### src/rtl/core/sparse_accessor_element_address_top_defines.svh
// ----------------------------------------------------------------------------
// Sparse accessor address unit: assertion macros
// Shared property wrappers clocked on clk_i and disabled during reset.
// ----------------------------------------------------------------------------
`ifndef SPARSE_ACCESSOR_ELEMENT_ADDRESS_TOP_DEFINES_SVH
`define SPARSE_ACCESSOR_ELEMENT_ADDRESS_TOP_DEFINES_SVH

// Same-cycle implication
`define SAE_ASSERT_NOW(lbl, ante, cons, msg) \
  lbl: assert property (@(posedge clk_i) disable iff (!rst_ni) (ante) |-> (cons)) \
    else $error(msg);

// Next-cycle implication
`define SAE_ASSERT_NEXT(lbl, ante, cons, msg) \
  lbl: assert property (@(posedge clk_i) disable iff (!rst_ni) (ante) |=> (cons)) \
    else $error(msg);

`endif

### src/rtl/core/sae_pkg.sv
// ----------------------------------------------------------------------------
// Sparse accessor address unit: package
// Sizes, codes and the configuration record shared by the configuration block, the top level and the test.
// ----------------------------------------------------------------------------
package sae_pkg;

  localparam int unsigned SparseDepth = 1024;
  localparam int unsigned AddrW       = (SparseDepth > 1) ? $clog2(SparseDepth) : 1;
  localparam int unsigned CntW        = $clog2(SparseDepth + 1);
  localparam int unsigned CfgIdxW     = 3;
  localparam int unsigned AddrOutW    = 40;

  typedef enum logic [1:0] {
    OP_CLEAR  = 2'd0,
    OP_LOAD   = 2'd1,
    OP_LOOKUP = 2'd2,
    OP_RSVD   = 2'd3
  } op_e;

  typedef enum logic [1:0] {
    ST_OK       = 2'd0,
    ST_REJECTED = 2'd1,
    ST_NO_DATA  = 2'd2,
    ST_UNUSED   = 2'd3
  } status_e;

  typedef enum logic [1:0] {
    IW_BYTE = 2'd0,
    IW_HALF = 2'd1,
    IW_WORD = 2'd2,
    IW_RSVD = 2'd3
  } idx_width_e;

  typedef enum logic [CfgIdxW-1:0] {
    REG_ELEMENT_COUNT  = 3'd0,
    REG_SPARSE_LIMIT   = 3'd1,
    REG_INDEX_WIDTH    = 3'd2,
    REG_DENSE_PRESENT  = 3'd3,
    REG_DENSE_BASE     = 3'd4,
    REG_DENSE_STRIDE   = 3'd5,
    REG_SPARSE_BASE    = 3'd6,
    REG_SPARSE_STRIDE  = 3'd7
  } reg_idx_e;

  typedef enum logic [2:0] {
    FSM_IDLE,
    FSM_READ,
    FSM_CHECK,
    FSM_MULT,
    FSM_EMIT
  } fsm_e;

  typedef struct packed {
    logic [31:0] element_count;
    logic [10:0] sparse_limit;
    logic [1:0]  index_width;
    logic        dense_present;
    logic [31:0] dense_base;
    logic [7:0]  dense_stride;
    logic [31:0] sparse_values_base;
    logic [7:0]  sparse_value_stride;
  } cfg_t;

endpackage

### src/rtl/core/sae_ifs.sv


interface sae_cfg_if;
  logic        valid;
  logic        ready;
  logic [2:0]  index;
  logic [31:0] data;

  modport source (output valid, index, data, input ready);
  modport sink   (input valid, index, data, output ready);
endinterface

### src/rtl/core/sae_cfg.sv
// ----------------------------------------------------------------------------
// Sparse accessor address unit: configuration registers
// Decodes register writes and holds the eight settings.
// ----------------------------------------------------------------------------
module sae_cfg (
  input  logic          clk_i,
  input  logic          rst_ni,
  sae_cfg_if.sink       cfg_i,
  output sae_pkg::cfg_t cfg_o
);
  import sae_pkg::*;

  cfg_t cfg_q, cfg_d;

  assign cfg_i.ready = 1'b1;

  // register decode
  always_comb begin
    cfg_d = cfg_q;
    if (cfg_i.valid) begin
      unique case (reg_idx_e'(cfg_i.index))
        REG_ELEMENT_COUNT: cfg_d.element_count       = cfg_i.data;
        REG_SPARSE_LIMIT:  cfg_d.sparse_limit        = cfg_i.data[10:0];
        REG_INDEX_WIDTH:   cfg_d.index_width         = cfg_i.data[1:0];
        REG_DENSE_PRESENT: cfg_d.dense_present       = cfg_i.data[0];
        REG_DENSE_BASE:    cfg_d.dense_base          = cfg_i.data;
        REG_DENSE_STRIDE:  cfg_d.dense_stride        = cfg_i.data[7:0];
        REG_SPARSE_BASE:   cfg_d.sparse_values_base  = cfg_i.data;
        REG_SPARSE_STRIDE: cfg_d.sparse_value_stride = cfg_i.data[7:0];
        default:           cfg_d = cfg_q;
      endcase
    end
  end

  always_ff @(posedge clk_i or negedge rst_ni) begin
    if (!rst_ni) begin
      cfg_q <= '{element_count: 32'd1, sparse_limit: 11'd0, index_width: 2'd0,
                 dense_present: 1'b0, dense_base: 32'd0, dense_stride: 8'd1,
                 sparse_values_base: 32'd0, sparse_value_stride: 8'd1};
    end else begin
      cfg_q <= cfg_d;
    end
  end

  assign cfg_o = cfg_q;

endmodule

### src/flat_wrapper.sv
// flat-port wrapper written by rule: the top's interface ports become plain ports
module sae_cfg_flat import sae_pkg::*;
  (clk_i, rst_ni, cfg_o, cfg_i_valid, cfg_i_index, cfg_i_data, cfg_i_ready);
  sae_cfg_if cfg_i_i ();
  input  logic clk_i;
  input  logic rst_ni;
  output sae_pkg::cfg_t cfg_o;
  input wire logic [$bits(cfg_i_i.valid)-1:0] cfg_i_valid;
  input wire logic [$bits(cfg_i_i.index)-1:0] cfg_i_index;
  input wire logic [$bits(cfg_i_i.data)-1:0] cfg_i_data;
  output wire logic [$bits(cfg_i_i.ready)-1:0] cfg_i_ready;
  assign cfg_i_i.valid = cfg_i_valid;
  assign cfg_i_i.index = cfg_i_index;
  assign cfg_i_i.data = cfg_i_data;
  assign cfg_i_ready = cfg_i_i.ready;
  sae_cfg u_core (.clk_i(clk_i), .rst_ni(rst_ni), .cfg_i(cfg_i_i), .cfg_o(cfg_o));
endmodule
### config.mk
export PLATFORM = sky130hd
export DESIGN_NAME = sae_cfg_flat
export DESIGN_NICKNAME = d
export VERILOG_FILES = /design/src/rtl/core/sparse_accessor_element_address_top_defines.svh /design/src/rtl/core/sae_pkg.sv /design/src/rtl/core/sae_ifs.sv /design/src/rtl/core/sae_cfg.sv /design/src/flat_wrapper.sv
export SDC_FILE = /design/constraint.sdc
export NUM_CORES = 1
export LEC_CHECK = 0
export BUFFER_PORTS_ARGS = -buffer_cell sky130_fd_sc_hd__buf_4
export CAP_MARGIN = 20
export CORE_MARGIN = 4
export CORE_UTILIZATION = 45
export DETAILED_ROUTE_END_ITERATION = 8
export GPL_TIMING_DRIVEN = 0
export PLACE_DENSITY_LB_ADDON = 0.15
export SLEW_MARGIN = 15
export SYNTH_ARGS = -nofsm -noshare
export SYNTH_HDL_FRONTEND = slang
export SYNTH_SLANG_ARGS = --single-unit
export TNS_END_PERCENT = 10
### constraint.sdc
create_clock -name clk_i -period 0.8 [get_ports clk_i]
set_clock_uncertainty 0.1 [all_clocks]
set_input_delay 0.04 -clock clk_i [delete_from_list [all_inputs] [get_ports clk_i]]
set_output_delay 0.04 -clock clk_i [all_outputs]
set_load 0.1 [all_outputs]
# [Yosys cells after proc, flatten, opt, wreduce, memory -nomap -nowiden]
# Index checks and enable logic that the tools add are counted.
[totals] ff_bits=126 output_inout_bits=127
[op_classes] eq_ne=7 reduce_logical=9
[ops] cell="$reduce_and 2->1" n=8
[ops] cell="$eq 3x3->1 const B" n=4
[ops] cell="$eq 3x2->1 const B" n=2
[ops] cell="$eq 3x1->1 const B" n=1
[ops] cell="$logic_not 3->1" n=1

# [Logic depth before layout (Yosys ltp)]
[logic_depth] depth_word=2 mapped_depth=5

# [Least setup slack after synthesis]
# No wires, ideal clock.
[synth_path] path_type="register -> register" startpoint="register, netlist name u_core.cfg_o[124]" endpoint="register u_core.cfg_q, in the netlist u_core.cfg_o[124]" setup_ns=0.128 t_arrival_ns=1.152 t_required_ns=0.572 path_slack_ns=-0.580 path_stages_with_launch=2 period_less_slack_ns=1.380 path_cell_list="dfrtp_1 > mux2_1"
[synth_lines] element="end signal, assigned" line_no="sae_cfg.sv:37" source="cfg_q <= '{element_count: 32'd1, sparse_limit: 11'd0, index_width: 2'd0,"
[synth_lines] element="end signal, assigned" line_no="sae_cfg.sv:41" source="cfg_q <= cfg_d;"
[synth_lines] element="end, declared" line_no="sae_cfg.sv:13" source="cfg_t cfg_q, cfg_d;"

# [Worst setup path in the final report]
[layout_path] startpoint="register u_core.cfg_q, in the netlist u_core.cfg_o[94]" endpoint="output cfg_o[94] (netlist bit)"
[layout_lines] element="end, declared" line_no="flat_wrapper.sv:7" source="output sae_pkg::cfg_t cfg_o;"
# No word-level cell between the ends.

==> key figures <==
Outcome
  – Status: complete, but fails checks
  – Failing checks: negative hold slack, negative setup slack

Pwr
  – Worst ir drop on vdd: 2.58 mV
  – Power per Cell Area: approximately 4000 mW/mm²
  – Leak: roughly 3.9 nW

Die
  – Initial Utilization: between 40% and 50%
  – Row cnt: 37
  – Die X: ~110 µm
  – Die Ht: 111 µm
  – IO Pins: between 150 and 200
  – Core area: between 0.01 and 0.015 mm²
  – Die ar.: between 0.01 and 0.015 mm²

Finish
  – Max FFs per register: between 100 and 150
  – Layout cells sized above 1: between 70% and 80%
  – # fillers: about 500
  – Synth-to-Final Area Change: 80.6%
  – Post-layout util: a little over four fifths
  – Nets@finish: approximately 530
  – Ant diodes: 0

Detailed routing
  – Highest metal used: met4
  – Drt first pass iters: 4
  – # DRC: 0
  – M1 wire length: approximately 5.5 mm
  – Met2 Wirelength: between 7 and 8 mm
  – Avg Vias per Cell: 5.00
  – Final wirelength: around 14 mm
  – Via count: 3192
  – Met3 wire len: ~900 µm
  – Starting DRC count in detailed routing: 92
  – Routed wire per std cell: around 22 µm
  – DRT antenna net count: 0

Worst setup path
  – Highest-delay cell along the critical path: dfstp_2
  – Crit-path cells: buf_12
  – Critical path's largest stage delay: approximately 0.56 ns
  – Worst Path Max Fanout: 2
  – Worst EP arrival: around 1.2 ns
  – CP Capture Type: primary output
  – Worst path top cell family by delay: flip-flops
  – Critical path required time: 0.66 ns
  – CP Class: flip-flop to primary output
  – Bufs and invs on worst path: 1
  – Crit path launch type: flip-flop

Global routing
  – Initial antenna violation count: 0
  – Grt ovf: 0
  – Largest net degree at the start of global routing: 72
  – First-pass GRT wire length: ~21 mm
  – Total Routing Usage GR: a little over a fifth
  – Vias in the first global route: around 3700

Clock network
  – Clk_lat worst skew: between 0.4 and 0.5 ns
  – Clock sinks: 126
  – Max H-tree Level: 4
  – CTS Buffer Depth: 2
  – Reg clk slew, reported paths: 0.06 ns
  – CTS tree: yes
  – Root Driver: clkbuf_8
  – CTS Buf Count: 17
  – Hold_buf cts: 32

Synth
  – Largest cells by area after synthesis: dfrtp_1, mux2_2, mux2_1
  – Post-Synthesis Cells: between 200 and 300
  – Synth Cell Area: ~0.0048 mm²
  – Dominant cell type by area after synthesis: dfrtp_1
  – Synthesized flop and latch total: 126
  – Syn Nets: between 300 and 400
  – Post-synth top area share: between 60% and 70%
  – Synth cell types: 14
  – Synthesized area per cell: approximately 17 µm²
  – Yosys warning count: 0
  – Post-synth EDFFs: 0
  – Fraction of registers with async set/reset: 100%
  – Most frequent cell after synthesis: dfrtp_1
  – Seq/Total Area, Yosys: between 60% and 70%
  – Ys flop type: dfrtp_1
  – Top cells by count, synth: dfrtp_1, mux2_2, mux2_1, buf_2, buf_6

Min path
  – HP Class: input pin to async pin

Timing
  – Unrepaired setup endpoints after global routing: yes
  – Min cycle time layout: 1.37 ns
  – Final worst setup slack: -0.571 ns
  – Fmax: about 730 MHz
  – TNS Setup: -72.04 ns
  – Worst-Margin Slew: approximately 0.65 ns
  – Slew Viols, Final: 0
  – Max_slew headroom: 56.7%
  – Final hold vios: roughly 130
  – Fin crit share: 171%
  – Fin Hold WS: -0.607 ns
  – Setup violators final: about 250

Run
  – Max-Cap Viols: 0

Place
  – PortBufs: ~160
  – Dpl hpwl: just under 8 mm
  – GPL Wtd Cong: about 0.75
## cells in the final DEF, fill, tap and decap left out
cell and count:
and4bb_2 2, buf_12 84, buf_16 1, buf_2 1, buf_4 36, buf_6 43, buf_8 12, bufinv_16 1
clkbuf_1 3, clkbuf_16 16, clkbuf_4 1, clkbuf_8 1, clkinv_2 6, clkinv_4 1, clkinvlp_4 4, conb_1 1
dfrtp_1 68, dfrtp_2 38, dfrtp_4 17, dfstp_2 3, dlygate4sd3_1 32, mux2_2 74, mux2_4 52, nand4_1 1
nand4b_1 3, nor4b_4 1, nor4bb_2 1
## timing repair
item,CTS,global route
setup buffers,0,2
endpoints found under the setup margin,252,252
hold endpoints to repair,249,140
gates resized for setup,282,65
## through the flow
stage,total power [mW],std cells,setup slack [ns],cell area [µm²]
2_1_floorplan,20.7,277,-0.556,5000
3_3_place_gp,23.8,572,-0.996,6360
3_5_place_dp,24.0,573,-0.726,6390
4_1_cts,33.9,637,-0.600,8370
5_1_grt,35.7,639,-0.615,8650
6_report,34.8,639,-0.571,8650
## layer usage
| layer | vias to the layer above | track usage [%] |
|---|---|---|
| li1 | 1409 | - |
| met2 | 120 | 37.7 |
| met4 | 0 | 5.76 |
| met5 | - | 0 |
| met1 | 1643 | 25.8 |
| met3 | 20 | 7.37 |
## power by group
group	switching, mW	internal [mW]	total (mW)
logic	12.2	6.21	18.4
registers	1.51	8.03	9.54
clock network	2.73	4.08	6.81
## final cells by class
cell class	instances	area [µm²]	share of cell area, %
Sequential cell	126	3270	37.8
Timing Repair Buffer	194	2790	32.2
Multi-Input combinational cell	135	1720	19.8
Clock buffer	20	425	4.92
Buffer	16	188	2.17
Tap cell	136	170	1.97
Clock inverter	12	98.8	1.14
## kinds of logic (layout without fill, tap and decap cells)
kind of cell / count (synthesis) / after routing / synth area share, %
flops: 126 / 126 / 65.9
simple gates: 8 / 8 / 1.91
buf+inv: 16 / 242 / 2.56
mux: 126 / 126 / 29.6
other cells: 1 / 1 / 0.0782
## final timing paths
kind,end,start,cells after the start,slack [ns]
worst max-delay path,cfg_o[94],u_core.cfg_o[94]$_DFFE_PN1P_,1,-0.57
worst min-delay path,u_core.cfg_o[24]$_DFFE_PN0P_,rst_ni,1,-0.61
worst max register to register,u_core.cfg_o[88]$_DFFE_PN0P_,u_core.cfg_o[88]$_DFFE_PN0P_,2,-0.23
worst min register to register,u_core.cfg_o[39]$_DFFE_PN0P_,u_core.cfg_o[39]$_DFFE_PN0P_,1,0.43
max in group asynchronous,u_core.cfg_o[94]$_DFFE_PN1P_,rst_ni,2,0.44
min in group clk_i,u_core.cfg_o[80]$_DFFE_PN0P_,cfg_i_index[0],3,-0.18
Power figures use the tool's default switching activity.
